`config.mk`:
```
export PLATFORM = sky130hd
export DESIGN_NAME = edf_task_scheduler
export DESIGN_NICKNAME = d
export VERILOG_FILES = /design/src/rtl/core/edfts_pkg.sv /design/src/rtl/core/edfts_ram.sv /design/src/rtl/core/edf_task_scheduler.sv
export VERILOG_INCLUDE_DIRS = /design/src /design/src/rtl/core
export SDC_FILE = /design/constraint.sdc
export NUM_CORES = 2
export LEC_CHECK = 0
export CAP_MARGIN = 15
export CORE_ASPECT_RATIO = 1.75
export CORE_UTILIZATION = 35
export DETAILED_ROUTE_END_ITERATION = 8
export DONT_BUFFER_PORTS = 1
export GPL_ROUTABILITY_DRIVEN = 0
export PLACE_DENSITY_LB_ADDON = 0.1
export SYNTH_ARGS = -nofsm -noshare
export SYNTH_HDL_FRONTEND = slang
export SYNTH_SLANG_ARGS = --single-unit
```
`constraint.sdc`:
```
create_clock -name clk -period 9.9 [get_ports clk]
set_input_delay 0.99 -clock clk [delete_from_list [all_inputs] [get_ports clk]]
set_output_delay 0.99 -clock clk [all_outputs]
set_load 0.05 [all_outputs]
```
`src/rtl/core/assert_macros.svh`:
```
// ----------------------------------------------------------------------------
// Assertion macros
// Shared concurrent assertion helpers; they expand to nothing under synthesis.
// ----------------------------------------------------------------------------
`ifndef ASSERT_MACROS_SVH
`define ASSERT_MACROS_SVH

`ifndef SYNTHESIS
// Property must hold at every clock edge out of reset
`define ASSERT_ALWAYS(label, clk, rst_n, expr, msg) \
	label: assert property (@(posedge clk) disable iff (!rst_n) (expr)) else $error(msg);
// Antecedent at one edge implies consequent at the next edge
`define ASSERT_IMPLIES_NEXT(label, clk, rst_n, ante, cons, msg) \
	label: assert property (@(posedge clk) disable iff (!rst_n) (ante) |=> (cons)) \
		else $error(msg);
`else
`define ASSERT_ALWAYS(label, clk, rst_n, expr, msg)
`define ASSERT_IMPLIES_NEXT(label, clk, rst_n, ante, cons, msg)
`endif

`endif

```
`src/rtl/core/edfts_pkg.sv`:
```
// ----------------------------------------------------------------------------
// EDF task scheduler package
// Event codes, sequencer states and the slot table word layout.
// ----------------------------------------------------------------------------
package edfts_pkg;

	// Event codes reported on the result channel
	typedef enum logic [2:0] {
		EVT_ADDED         = 3'd0,
		EVT_REFUSED_FULL  = 3'd1,
		EVT_REFUSED_ZERO  = 3'd2,
		EVT_STARTED       = 3'd3,
		EVT_RAN           = 3'd4,
		EVT_COMPLETED     = 3'd5,
		EVT_IDLE          = 3'd6
	} evt_kind_t;

	// Request codes
	localparam logic REQ_ADD  = 1'b0;
	localparam logic REQ_TICK = 1'b1;

	// Sequencer states, one-hot
	typedef enum logic [9:0] {
		S_IDLE     = 10'b00_0000_0001,
		S_ADD      = 10'b00_0000_0010,
		S_REPLY    = 10'b00_0000_0100,
		S_SCAN     = 10'b00_0000_1000,
		S_SCAN_END = 10'b00_0001_0000,
		S_PICK     = 10'b00_0010_0000,
		S_START    = 10'b00_0100_0000,
		S_RUN_RD   = 10'b00_1000_0000,
		S_RUN_WAIT = 10'b01_0000_0000,
		S_RUN      = 10'b10_0000_0000
	} state_t;

	// One entry of the slot table
	typedef struct packed {
		logic [7:0]  id;
		logic [31:0] deadline;
		logic [15:0] remaining;
	} slot_word_t;

	localparam int WORD_W = $bits(slot_word_t);

endpackage

```
`src/rtl/core/edfts_ram.sv`:
```
// ----------------------------------------------------------------------------
// Generic single-port-write RAM
// One write port and one read port, read data registered.
// ----------------------------------------------------------------------------
module edfts_ram #(
	parameter int WIDTH = 56,
	parameter int DEPTH = 16
) (
	input  logic                              clk,
	input  logic                              wr_en,
	input  logic [$clog2(DEPTH)-1:0]          wr_addr,
	input  logic [WIDTH-1:0]                  wr_data,
	input  logic [$clog2(DEPTH)-1:0]          rd_addr,
	output logic [WIDTH-1:0]                  rd_data
);

	logic [WIDTH-1:0] mem_q [DEPTH];
	logic [WIDTH-1:0] rd_data_q;

	// Write and registered read
	always_ff @(posedge clk) begin
		if (wr_en) begin
			mem_q[wr_addr] <= wr_data;
		end
		rd_data_q <= mem_q[rd_addr];
	end

	assign rd_data = rd_data_q;

endmodule

```
`src/rtl/core/edf_task_scheduler.sv`:
```
// ----------------------------------------------------------------------------
// EDF task scheduler (non-preemptive)
// Holds TASK_SLOTS pending tasks in a RAM-based slot table. An add transaction
// places a task in the lowest free slot, scanning the valid bits one slot per
// cycle; a zero burst is refused without a scan. A tick with a task already
// running reads its slot and retires one time unit. A tick with nothing
// running walks the table through the RAM read port, one slot per cycle,
// comparing deadlines in a single 32-bit comparator, then reports start and
// the first unit, or reports idle when no task is pending. The request side
// stalls while a transaction is in progress; each result waits in an output
// register, so a new request is taken while the last result is still pending.
// Results beyond that add output stall cycles. No clearing pass: slot valid
// bits reset with the block.
// ----------------------------------------------------------------------------
`include "assert_macros.svh"

module edf_task_scheduler
	import edfts_pkg::*;
#(
	parameter int TASK_SLOTS = 16
) (
	input  logic        clk,
	input  logic        arst_n,
	// request channel
	input  logic        req_valid,
	output logic        req_stall,
	input  logic        req_type,
	input  logic [7:0]  task_id,
	input  logic [15:0] burst_len,
	input  logic [31:0] abs_deadline,
	// event channel
	output logic        evt_valid,
	input  logic        evt_stall,
	output logic [2:0]  event_kind,
	output logic [7:0]  task_tag,
	output logic [31:0] task_deadline,
	output logic [31:0] end_time,
	output logic        deadline_missed,
	output logic [31:0] time_now,
	output logic        last_result
);

	localparam int SLOT_W = $clog2(TASK_SLOTS);
	localparam logic [SLOT_W-1:0] LAST_SLOT = SLOT_W'(TASK_SLOTS - 1);

	// control state
	state_t                state_q;
	logic [SLOT_W-1:0]     idx_q;
	logic [TASK_SLOTS-1:0] slot_valid_q;
	logic                  running_valid_q;
	logic [SLOT_W-1:0]     running_slot_q;
	logic [31:0]           time_q;
	logic                  found_q;
	logic                  evt_valid_q;
	logic                  rd_valid_s1;
	logic                  vld_s1;

	// payload registers
	logic [7:0]            req_id_q;
	logic [15:0]           req_burst_q;
	logic [31:0]           req_dl_q;
	evt_kind_t             kind_q;
	slot_word_t            cur_q;
	logic [SLOT_W-1:0]     cur_slot_q;
	logic [SLOT_W-1:0]     slot_s1;

	evt_kind_t             evt_kind_q;
	logic [7:0]            evt_tag_q;
	logic [31:0]           evt_dl_q;
	logic [31:0]           evt_fin_q;
	logic                  evt_miss_q;
	logic [31:0]           evt_time_q;
	logic                  evt_last_q;

	// RAM interface
	logic                  wr_en;
	logic [SLOT_W-1:0]     wr_addr;
	slot_word_t            wr_word;
	logic [SLOT_W-1:0]     rd_addr;
	logic [WORD_W-1:0]     rd_data;
	slot_word_t            rd_word;

	// datapath helpers
	logic                  out_free;
	logic                  evt_load;
	logic                  take_s1;
	logic [32:0]           fin_sum;
	logic [31:0]           fin_sat;
	logic                  fin_miss;
	logic [31:0]           time_inc;
	logic                  rem_last;

	edfts_ram #(
		.WIDTH (WORD_W),
		.DEPTH (TASK_SLOTS)
	) u_slot_ram (
		.clk     (clk),
		.wr_en   (wr_en),
		.wr_addr (wr_addr),
		.wr_data (wr_word),
		.rd_addr (rd_addr),
		.rd_data (rd_data)
	);

	assign rd_word = slot_word_t'(rd_data);

	// Handshake and output slot availability
	assign req_stall = (state_q != S_IDLE);
	assign out_free  = !evt_valid_q || !evt_stall;
	// a result is loaded into the output register this cycle
	assign evt_load  = out_free &&
		((state_q == S_REPLY) || (state_q == S_START) || (state_q == S_RUN));

	// Single compare: candidate from the scan stage beats the current best
	assign take_s1 = rd_valid_s1 && vld_s1 && (!found_q || (rd_word.deadline < cur_q.deadline));

	// Finish time, saturating, and deadline check
	assign fin_sum  = {1'b0, time_q} + {17'd0, cur_q.remaining};
	assign fin_sat  = fin_sum[32] ? 32'hFFFF_FFFF : fin_sum[31:0];
	assign fin_miss = fin_sat > cur_q.deadline;

	assign time_inc = (time_q == 32'hFFFF_FFFF) ? time_q : time_q + 32'd1;
	assign rem_last = cur_q.remaining <= 16'd1;

	// RAM port control
	always_comb begin
		wr_en   = 1'b0;
		wr_addr = idx_q;
		wr_word = '{id: req_id_q, deadline: req_dl_q, remaining: req_burst_q};
		rd_addr = (state_q == S_SCAN) ? idx_q : running_slot_q;
		case (state_q)
			S_ADD: begin
				wr_en = !slot_valid_q[idx_q];
			end
			S_RUN: begin
				wr_en   = out_free && !rem_last;
				wr_addr = running_slot_q;
				wr_word = '{id: cur_q.id, deadline: cur_q.deadline,
					remaining: cur_q.remaining - 16'd1};
			end
			default: begin
				wr_en = 1'b0;
			end
		endcase
	end

	// Sequencer and control registers
	always_ff @(posedge clk or negedge arst_n) begin
		if (!arst_n) begin
			state_q         <= S_IDLE;
			idx_q           <= '0;
			slot_valid_q    <= '0;
			running_valid_q <= 1'b0;
			running_slot_q  <= '0;
			time_q          <= '0;
			found_q         <= 1'b0;
			evt_valid_q     <= 1'b0;
			rd_valid_s1     <= 1'b0;
			vld_s1          <= 1'b0;
		end else begin
			if (evt_load) begin
				evt_valid_q <= 1'b1;
			end else if (!evt_stall) begin
				evt_valid_q <= 1'b0;
			end
			rd_valid_s1 <= (state_q == S_SCAN);
			vld_s1      <= slot_valid_q[idx_q];
			if (take_s1) begin
				found_q <= 1'b1;
			end

			case (state_q)
				S_IDLE: begin
					idx_q   <= '0;
					found_q <= 1'b0;
					if (req_valid) begin
						if (req_type == REQ_ADD) begin
							state_q <= (burst_len == 16'd0) ? S_REPLY : S_ADD;
						end else if (running_valid_q) begin
							state_q <= S_RUN_RD;
						end else begin
							state_q <= S_SCAN;
						end
					end
				end
				S_ADD: begin
					if (!slot_valid_q[idx_q]) begin
						slot_valid_q[idx_q] <= 1'b1;
						state_q             <= S_REPLY;
					end else if (idx_q == LAST_SLOT) begin
						state_q <= S_REPLY;
					end else begin
						idx_q <= idx_q + SLOT_W'(1);
					end
				end
				S_REPLY: begin
					if (out_free) begin
						state_q <= S_IDLE;
					end
				end
				S_SCAN: begin
					if (idx_q == LAST_SLOT) begin
						state_q <= S_SCAN_END;
					end else begin
						idx_q <= idx_q + SLOT_W'(1);
					end
				end
				S_SCAN_END: begin
					state_q <= S_PICK;
				end
				S_PICK: begin
					state_q <= found_q ? S_START : S_REPLY;
				end
				S_START: begin
					if (out_free) begin
						running_valid_q <= 1'b1;
						running_slot_q  <= cur_slot_q;
						state_q         <= S_RUN;
					end
				end
				S_RUN_RD: begin
					state_q <= S_RUN_WAIT;
				end
				S_RUN_WAIT: begin
					state_q <= S_RUN;
				end
				S_RUN: begin
					if (out_free) begin
						time_q <= time_inc;
						if (rem_last) begin
							slot_valid_q[running_slot_q] <= 1'b0;
							running_valid_q              <= 1'b0;
						end
						state_q <= S_IDLE;
					end
				end
				default: begin
					state_q <= S_IDLE;
				end
			endcase
		end
	end

	// Payload registers: request capture, best candidate, result fields
	always_ff @(posedge clk) begin
		slot_s1 <= idx_q;
		if (take_s1) begin
			cur_q      <= rd_word;
			cur_slot_q <= slot_s1;
		end

		case (state_q)
			S_IDLE: begin
				if (req_valid) begin
					req_id_q    <= task_id;
					req_burst_q <= burst_len;
					req_dl_q    <= abs_deadline;
					kind_q      <= EVT_REFUSED_ZERO;
				end
			end
			S_ADD: begin
				if (!slot_valid_q[idx_q]) begin
					kind_q <= EVT_ADDED;
				end else begin
					kind_q <= EVT_REFUSED_FULL;
				end
			end
			S_PICK: begin
				kind_q <= EVT_IDLE;
			end
			S_RUN_WAIT: begin
				cur_q <= rd_word;
			end
			S_REPLY: begin
				if (out_free) begin
					evt_kind_q <= kind_q;
					evt_tag_q  <= (kind_q == EVT_IDLE) ? 8'd0 : req_id_q;
					evt_dl_q   <= (kind_q == EVT_IDLE) ? 32'd0 : req_dl_q;
					evt_fin_q  <= '0;
					evt_miss_q <= 1'b0;
					evt_time_q <= time_q;
					evt_last_q <= 1'b1;
				end
			end
			S_START: begin
				if (out_free) begin
					evt_kind_q <= EVT_STARTED;
					evt_tag_q  <= cur_q.id;
					evt_dl_q   <= cur_q.deadline;
					evt_fin_q  <= fin_sat;
					evt_miss_q <= fin_miss;
					evt_time_q <= time_q;
					evt_last_q <= 1'b0;
				end
			end
			S_RUN: begin
				if (out_free) begin
					evt_kind_q <= rem_last ? EVT_COMPLETED : EVT_RAN;
					evt_tag_q  <= cur_q.id;
					evt_dl_q   <= cur_q.deadline;
					evt_fin_q  <= '0;
					evt_miss_q <= 1'b0;
					evt_time_q <= time_inc;
					evt_last_q <= 1'b1;
				end
			end
			default: begin
				// scan states only track the best candidate above
			end
		endcase
	end

	// Result port
	assign evt_valid       = evt_valid_q;
	assign event_kind      = evt_kind_q;
	assign task_tag        = evt_tag_q;
	assign task_deadline   = evt_dl_q;
	assign end_time        = evt_fin_q;
	assign deadline_missed = evt_miss_q;
	assign time_now        = evt_time_q;
	assign last_result     = evt_last_q;

	// Assertions
	`ASSERT_ALWAYS(a_run_slot_valid, clk, arst_n, !running_valid_q || slot_valid_q[running_slot_q], "running task slot is not valid")
	`ASSERT_ALWAYS(a_start_found, clk, arst_n, state_q != S_START || found_q, "start without a candidate")
	`ASSERT_ALWAYS(a_nonlast_started, clk, arst_n, !evt_valid_q || evt_last_q || evt_kind_q == EVT_STARTED, "non-final result is not a start")
	`ASSERT_IMPLIES_NEXT(a_time_mono, clk, arst_n, 1'b1, time_q >= $past(time_q), "global time went backward")

endmodule

```
[Yosys cells after proc, flatten, opt, wreduce, memory -nomap -nowiden]
Memory sizes are Yosys's and may differ from the RTL's. A register that Yosys moved wholly into a read port is not among the register bits.
Index checks and enable logic that the tools add are counted.
Word-level totals
  RAM bits: 896
  memories: 1
  output and inout bits: 111
  flip-flop bits (word level): 303
  logic and storage cells: 177
  bits of input ports: 61
Memories
  u_slot_ram.mem_q: words 16, bits a word 56, rd ports 1, clocked after Yosys merged registers in 1, write ports 1, RTL line edfts_ram.sv:17  | logic [WIDTH-1:0] mem_q [DEPTH];
Cells by class
  equal/unequal tests: 27
  mux-type cells: 68
  reductions and logical operators: 41
  order comparisons: 7
  bitwise gates (word level): 3
  add/subtract/negate cells: 4
Operators with widths (count)
  two-way mux 32 bit: 9
  case mux 32 bit (2 select lines): 3
  two-way mux 56 bit: 3
  case mux 10 bit (9 select lines): 1
  two-way mux 10 bit: 6
  two-way mux 16 bit: 3
  two-way mux 8 bit: 5
  adder 32 x 16 -> 33 bit: 1
  adder 32 x 1 -> 32 bit (second input constant): 1
  equality test 32 bit (second input constant): 1
  greater-than comparator 32 bit: 1
  less-than comparator 32 bit: 1
  case mux 16 bit (2 select lines): 1
  case mux 3 bit (3 select lines): 2
  AND 16 bit: 1
  <= comparator 16 x 1 -> 1 bit (second input constant): 1
  zero test 16 bit: 1
  two-way mux 1 bit: 16
  two-way mux 4 bit: 4
  NOT 16 bit: 1
  OR 16 bit: 1
  case mux 8 bit (2 select lines): 1
  subtractor 16 x 1 -> 16 bit (second input constant): 1
  two-way mux 3 bit: 5
  other kinds (34): 80

[Depth between registers and ports, before layout]
  depth in word-level cells: 9
  depth in mapped cells: 16
  gate-level depth less buffers: 15

[Cells and area by module]
From an unflattened synthesis, not the netlist that was laid out.
Unflattened totals
  cells, all modules: 2827
  area, all modules: 50278.2 um^2
By module, submodules not included
  edfts_ram: area each 34678.3 um^2, seq. area each 28026.9 um^2, instances 1, cells each 1445
  edf_task_scheduler: area each 15600.0 um^2, seq. area each 8704.6 um^2, instances 1, cells each 1382

[Worst setup path before layout]
Ideal clock, no wire load.
  path type: flip-flop to flip-flop
  start point: register idx_q[0]
  end point: memory u_slot_ram.mem_q[14][0], enable pin
  arrival time: 4589 ps
  data required time: 9430 ps
  setup time: 470 ps
  stages on the path, launching flop included: 8
  clock period less this slack: 5059 ps
  path buffers: 1
  setup slack: 4841 ps
  cells stage by stage: dfrtp_1 -> clkbuf_1 -> mux4_2 -> mux4_2 -> nor2_1 -> a31o_2 -> o21ai_0 -> nor2_1
On the way
  longest elaborated chain between the ends: 6
  elaborated cells between the ends (all ways): 7
  classes of those cells: mux: 6; reduce/logical: 1
Ends and longest elaborated chain
  start, declared: RTL line edf_task_scheduler.sv:48  | logic [SLOT_W-1:0] idx_q;
  start signal, assigned: RTL line edf_task_scheduler.sv:193  | idx_q <= idx_q + SLOT_W'(1);
  start signal, assigned: RTL line edf_task_scheduler.sv:205  | idx_q <= idx_q + SLOT_W'(1);
  binary-select mux 1 bit (select 4 bit): RTL line edf_task_scheduler.sv:133  | wr_en = !slot_valid_q[idx_q];
  two-way mux 1 bit (implied by the code): RTL line edf_task_scheduler.sv:133
  zero test 1 bit
  case mux 1 bit (2 select lines): RTL line edf_task_scheduler.sv:131  | case (state_q)
  two-way mux 1 bit: RTL line edfts_ram.sv:22  | if (wr_en) begin
  two-way mux 1 bit (implied by the code): RTL line edfts_ram.sv:23  | mem_q[wr_addr] <= wr_data;
  end, declared: RTL line edfts_ram.sv:17
Parallel ways exist; a longest one is shown, timed or not. The select of a mux whose other input is x is not followed.

[Final worst setup path]
  start point: register cur_q[0] (netlist name)
  end point: register evt_miss_q (netlist: deadline_missed), data pin
On the way
  longest elaborated chain between the ends: 5
Ends and longest elaborated chain
  start, declared: RTL line edf_task_scheduler.sv:63  | slot_word_t cur_q;
  start signal, assigned: RTL line edf_task_scheduler.sv:248  | cur_q <= rd_word;
  start signal, assigned: RTL line edf_task_scheduler.sv:272  | cur_q <= rd_word;
  adder 32 x 16 -> 33 bit: RTL line edf_task_scheduler.sv:118  | assign fin_sum = {1'b0, time_q} + {17'd0, cur_q.remaining};
  two-way mux 32 bit: RTL line edf_task_scheduler.sv:119  | assign fin_sat = fin_sum[32] ? 32'hFFFF_FFFF : fin_sum[31:0];
  net fin_sat[9]: RTL line edf_task_scheduler.sv:88  | logic [31:0] fin_sat;
  greater-than comparator 32 bit: RTL line edf_task_scheduler.sv:120  | assign fin_miss = fin_sat > cur_q.deadline;
  two-way mux 1 bit: RTL line edf_task_scheduler.sv:286  | if (out_free) begin
  case mux 1 bit (2 select lines): RTL line edf_task_scheduler.sv:252  | case (state_q)
  end signal, assigned: RTL line edf_task_scheduler.sv:291  | evt_miss_q <= fin_miss;
  end, declared: RTL line edf_task_scheduler.sv:71  | logic evt_miss_q;
The timed path passes the listed nets, and every way through them passes these cells. The select of a mux whose other input is x is not followed.
A chain may end at the register's enable or synchronous reset.

==> metrics.cfg <==
[timing]
max-slew-margin-rel_pct=19.1
hold_slack_ns=0.0916
timing.final.hold_violations=0
timing.setup.tns_ns=0
finalCriticalPeriod_ns=5.61
worst_clock_skew_ns=0.0371
maxClockFrequency_mhz=178
report.final.slew_viol_count=0
finalCritPeriodShare_pct=56.7
worst_margin_slew_ns=1.21
rsz_0062_raised_after_global_routing=no
final_setup_vio_count=0

[cells_and_area]
areaGrowthSynthToFinish_pct=13.9
layout_commonest_cell=sky130_fd_sc_hd__edfxtp_1
drive_above_1_share_pct=11.1
finalNetCount=3407
final_cell_mix=sky130_fd_sc_hd__edfxtp_1 (1124), sky130_fd_sc_hd__mux2i_1 (449), sky130_fd_sc_hd__o22ai_1 (226)

[flow_run]
cap_viol_max_count=0

[grt]
grt_pass1_wl_um=218000
antenna_found_initial=12
grt_remaining_overflow=0
number_of_global_route_vias_before_repair=29300
maximum_number_of_pins_on_one_net_before_global_route_repair=126
grt_usage_pct=21.1

[synthesis]
synth_seq_area_share_pct=72.7
ys_dominant_reg_cell=sky130_fd_sc_hd__edfxtp_1
async_reset_ff_share_pct=5.66
count_of_distinct_cell_types_in_the_synthesized_netlist=71
synthesis.area_per_instance_um2=15.8
synth_enable_flop_cells=1124
syn-instance-count=3198
yosysWarningCount=0
synth.ff_latch_count=1255
synthesis.nets=3346
syn_area_um2=50600

[clock_tree]
cts_inserted_buffers=117
clkTransAtPathRegs_ns=0.07
htreeDepth=3
clk_path_buf_depth=3
worstSkewPairLatency_ns=0.75
clock_sink_count=1255
tritoncts_clock_tree=yes
clock-root-buffer=sky130_fd_sc_hd__clkbuf_16

[setup_path]
r2r_cell_count=16
criticalPathCategory=flop to flop
worst-endpoint-required_ns=10.38
type_of_element_launching_the_critical_path=flop
cp_max_fo=32
endpoint_arrival_time_on_the_critical_path_ns=6.09
worstSetupEndpointType=flop

[worst_hold_path]
min_path_type=input port to async pin

[floorplanning]
chipHeight_um=505
coreArea_um2=143000
boundaryPins=172
die_w_um=289
fp-row-count=184
floorplan.die_area_um2=146000
effective_utilization_at_floorplan_pct=35.2

[drt]
dr_total_vias=28600
drc_errors=0
drt_iter0_drc=2100
drt_wl_total_um=155000
antenna_violating_nets_left=0
drt_first_pass_iters=6
detail_route.wl_per_cell_um=29.6
vias_per_cell=5.47

[status]
status=finished, final reports clean

[pwr]
static-leakage-power_nw=22.5
powerDensity_nw_per_um2=218
maximum_vdd_drop_v=0.000139

[placed_design]
buffer_ports.inserted=0
detailed_place_hpwl_um=95600

per-stage QoR:
step / util [%] / power (mW) / instances / area (um2) / setup slack [ns]
finish: 40.1 / 12.6 / 5229 / 57600 / 4.29
global route: 40.1 / 13.0 / 5226 / 57600 / 4.04
CTS: 40.1 / 12.7 / 5215 / 57500 / 4.22
detailed placement: 37.1 / 7.72 / 4990 / 53200 / 4.26
global placement: 37.1 / 7.70 / 4984 / 53200 / 4.22
floorplan: - / 7.14 / 3198 / 50600 / 4.84
registers in the layout, summed over array words and instances, names as in the netlist, 8 cells and up:
name	flops
cur_q	56
end_time	32
req_burst_q	16
req_dl_q	32
req_id_q	8
slot_valid_q	16
state_q	10
task_deadline	32
task_tag	8
time_now	32
time_q	32
u_slot_ram.mem_q	896
u_slot_ram.rd_data	56
power breakdown:
group          internal [mW]  switching, mW
Combinational          0.267          0.836
Sequential              6.26          0.254
Clock                   2.86           2.09
Total                   9.39           3.18
final timing paths:
kind,from,to,slack [ns]
max in group asynchronous,arst_n,time_q[20]$_DFFE_PN0P_,9.34
worst min-delay path,arst_n,state_q[0]$_DFFE_PN1P_,0.09
min in group clk,req_valid,state_q[0]$_DFFE_PN1P_,0.32
worst min register to register,slot_s1[3]$_DFF_P_,cur_slot_q[3]$_DFFE_PP_,0.41
worst max-delay path,cur_q[0]$_DFFE_PP_,deadline_missed$_SDFFCE_PN0P_,4.29
worst max register to register,cur_q[0]$_DFFE_PP_,deadline_missed$_SDFFCE_PN0P_,4.29
worst max-delay path, stage by stage (launching register included):
cell	delay [ns]
sky130_fd_sc_hd__edfxtp_1	0.49
sky130_fd_sc_hd__ha_1	0.27
sky130_fd_sc_hd__fa_1	0.44
sky130_fd_sc_hd__a211oi_1	0.38
sky130_fd_sc_hd__o211ai_1	0.24
sky130_fd_sc_hd__a31oi_1	0.71
sky130_fd_sc_hd__o31ai_2	0.20
sky130_fd_sc_hd__buf_4	0.24
sky130_fd_sc_hd__nand2_1	0.78
sky130_fd_sc_hd__nand2_1	0.15
sky130_fd_sc_hd__ha_1	0.35
sky130_fd_sc_hd__a211oi_1	0.28
sky130_fd_sc_hd__o21ai_0	0.16
sky130_fd_sc_hd__o211ai_1	0.12
sky130_fd_sc_hd__a21oi_1	0.12
sky130_fd_sc_hd__o31ai_1	0.28
sky130_fd_sc_hd__a21oi_1	0.12
per-layer routing:
layer	track usage, %	share of wire (%)	vias to the layer above
li1	-	-	12700
met1	25.8	40	14800
met2	37.2	51	911
met3	2.79	4.6	240
met4	7.97	3.7	0
met5	0	0	-
what timing repair did:
item                                   CTS  global route
endpoints found under the hold margin   70             0
setup buffers                            0             0
resized for setup                        0             0
hold buffers                             1             0
kinds of logic (layout without fill, tap and decap cells):
family	after synthesis	after routing	synth area share [%]
other	0	5	0
muxes	461	461	9.27
adders and majority gates	87	87	2.17
and+or+nand+nor	540	540	5.47
DFF	1255	1255	72.7
xor gates and xnor gates	97	97	1.68
AOI/OAI and AO/OA	532	532	6.74
buffers and inverters	226	392	2.01
cell type report:
cell class	instances	area, um2
clock inverter	74	1040
tap	1860	2330
multi-input combinational	1717	13100
inverter	56	215
fill	13000	85900
sequential	1255	36700
clock buffer	150	3190
antenna	5	12.5
timing repair buffer	112	908
cell usage after synthesis (5+ instances only):
cell,number,area [um2]
sky130_fd_sc_hd__nand2_1,182,683
sky130_fd_sc_hd__o21bai_1,5,37.5
sky130_fd_sc_hd__or4_1,62,465
sky130_fd_sc_hd__nor3b_1,5,37.5
sky130_fd_sc_hd__and4_1,6,52.6
sky130_fd_sc_hd__o31ai_1,11,82.6
sky130_fd_sc_hd__nor2b_1,7,43.8
sky130_fd_sc_hd__nor3_1,29,145
sky130_fd_sc_hd__buf_2,93,465
sky130_fd_sc_hd__nor2_1,105,394
sky130_fd_sc_hd__o211ai_1,8,60.1
sky130_fd_sc_hd__clkbuf_1,61,229
sky130_fd_sc_hd__buf_1,5,18.8
sky130_fd_sc_hd__xor2_1,44,385
sky130_fd_sc_hd__a21o_1,15,113
sky130_fd_sc_hd__o22ai_1,226,1410
sky130_fd_sc_hd__nand2b_1,10,62.6
sky130_fd_sc_hd__and2_1,11,68.8
sky130_fd_sc_hd__o21ai_0,76,380
sky130_fd_sc_hd__xnor2_1,53,464
sky130_fd_sc_hd__dfxtp_1,60,1200
sky130_fd_sc_hd__inv_1,55,206
sky130_fd_sc_hd__a22o_1,41,359
sky130_fd_sc_hd__mux2i_1,450,4500
sky130_fd_sc_hd__buf_4,10,75.1
sky130_fd_sc_hd__mux4_2,5,113
sky130_fd_sc_hd__ha_1,86,1080
sky130_fd_sc_hd__nand3_1,36,180
sky130_fd_sc_hd__edfxtp_1,1124,33800
sky130_fd_sc_hd__and3_1,17,106
sky130_fd_sc_hd__o41ai_1,6,52.6
sky130_fd_sc_hd__a31oi_1,24,150
sky130_fd_sc_hd__nor4_1,15,93.8
sky130_fd_sc_hd__a211oi_1,14,105
sky130_fd_sc_hd__a21oi_1,73,365
sky130_fd_sc_hd__dfrtp_1,70,1750
sky130_fd_sc_hd__mux2_2,6,67.6
sky130_fd_sc_hd__nand4_1,28,175
(Power assumes the default switching activity.)
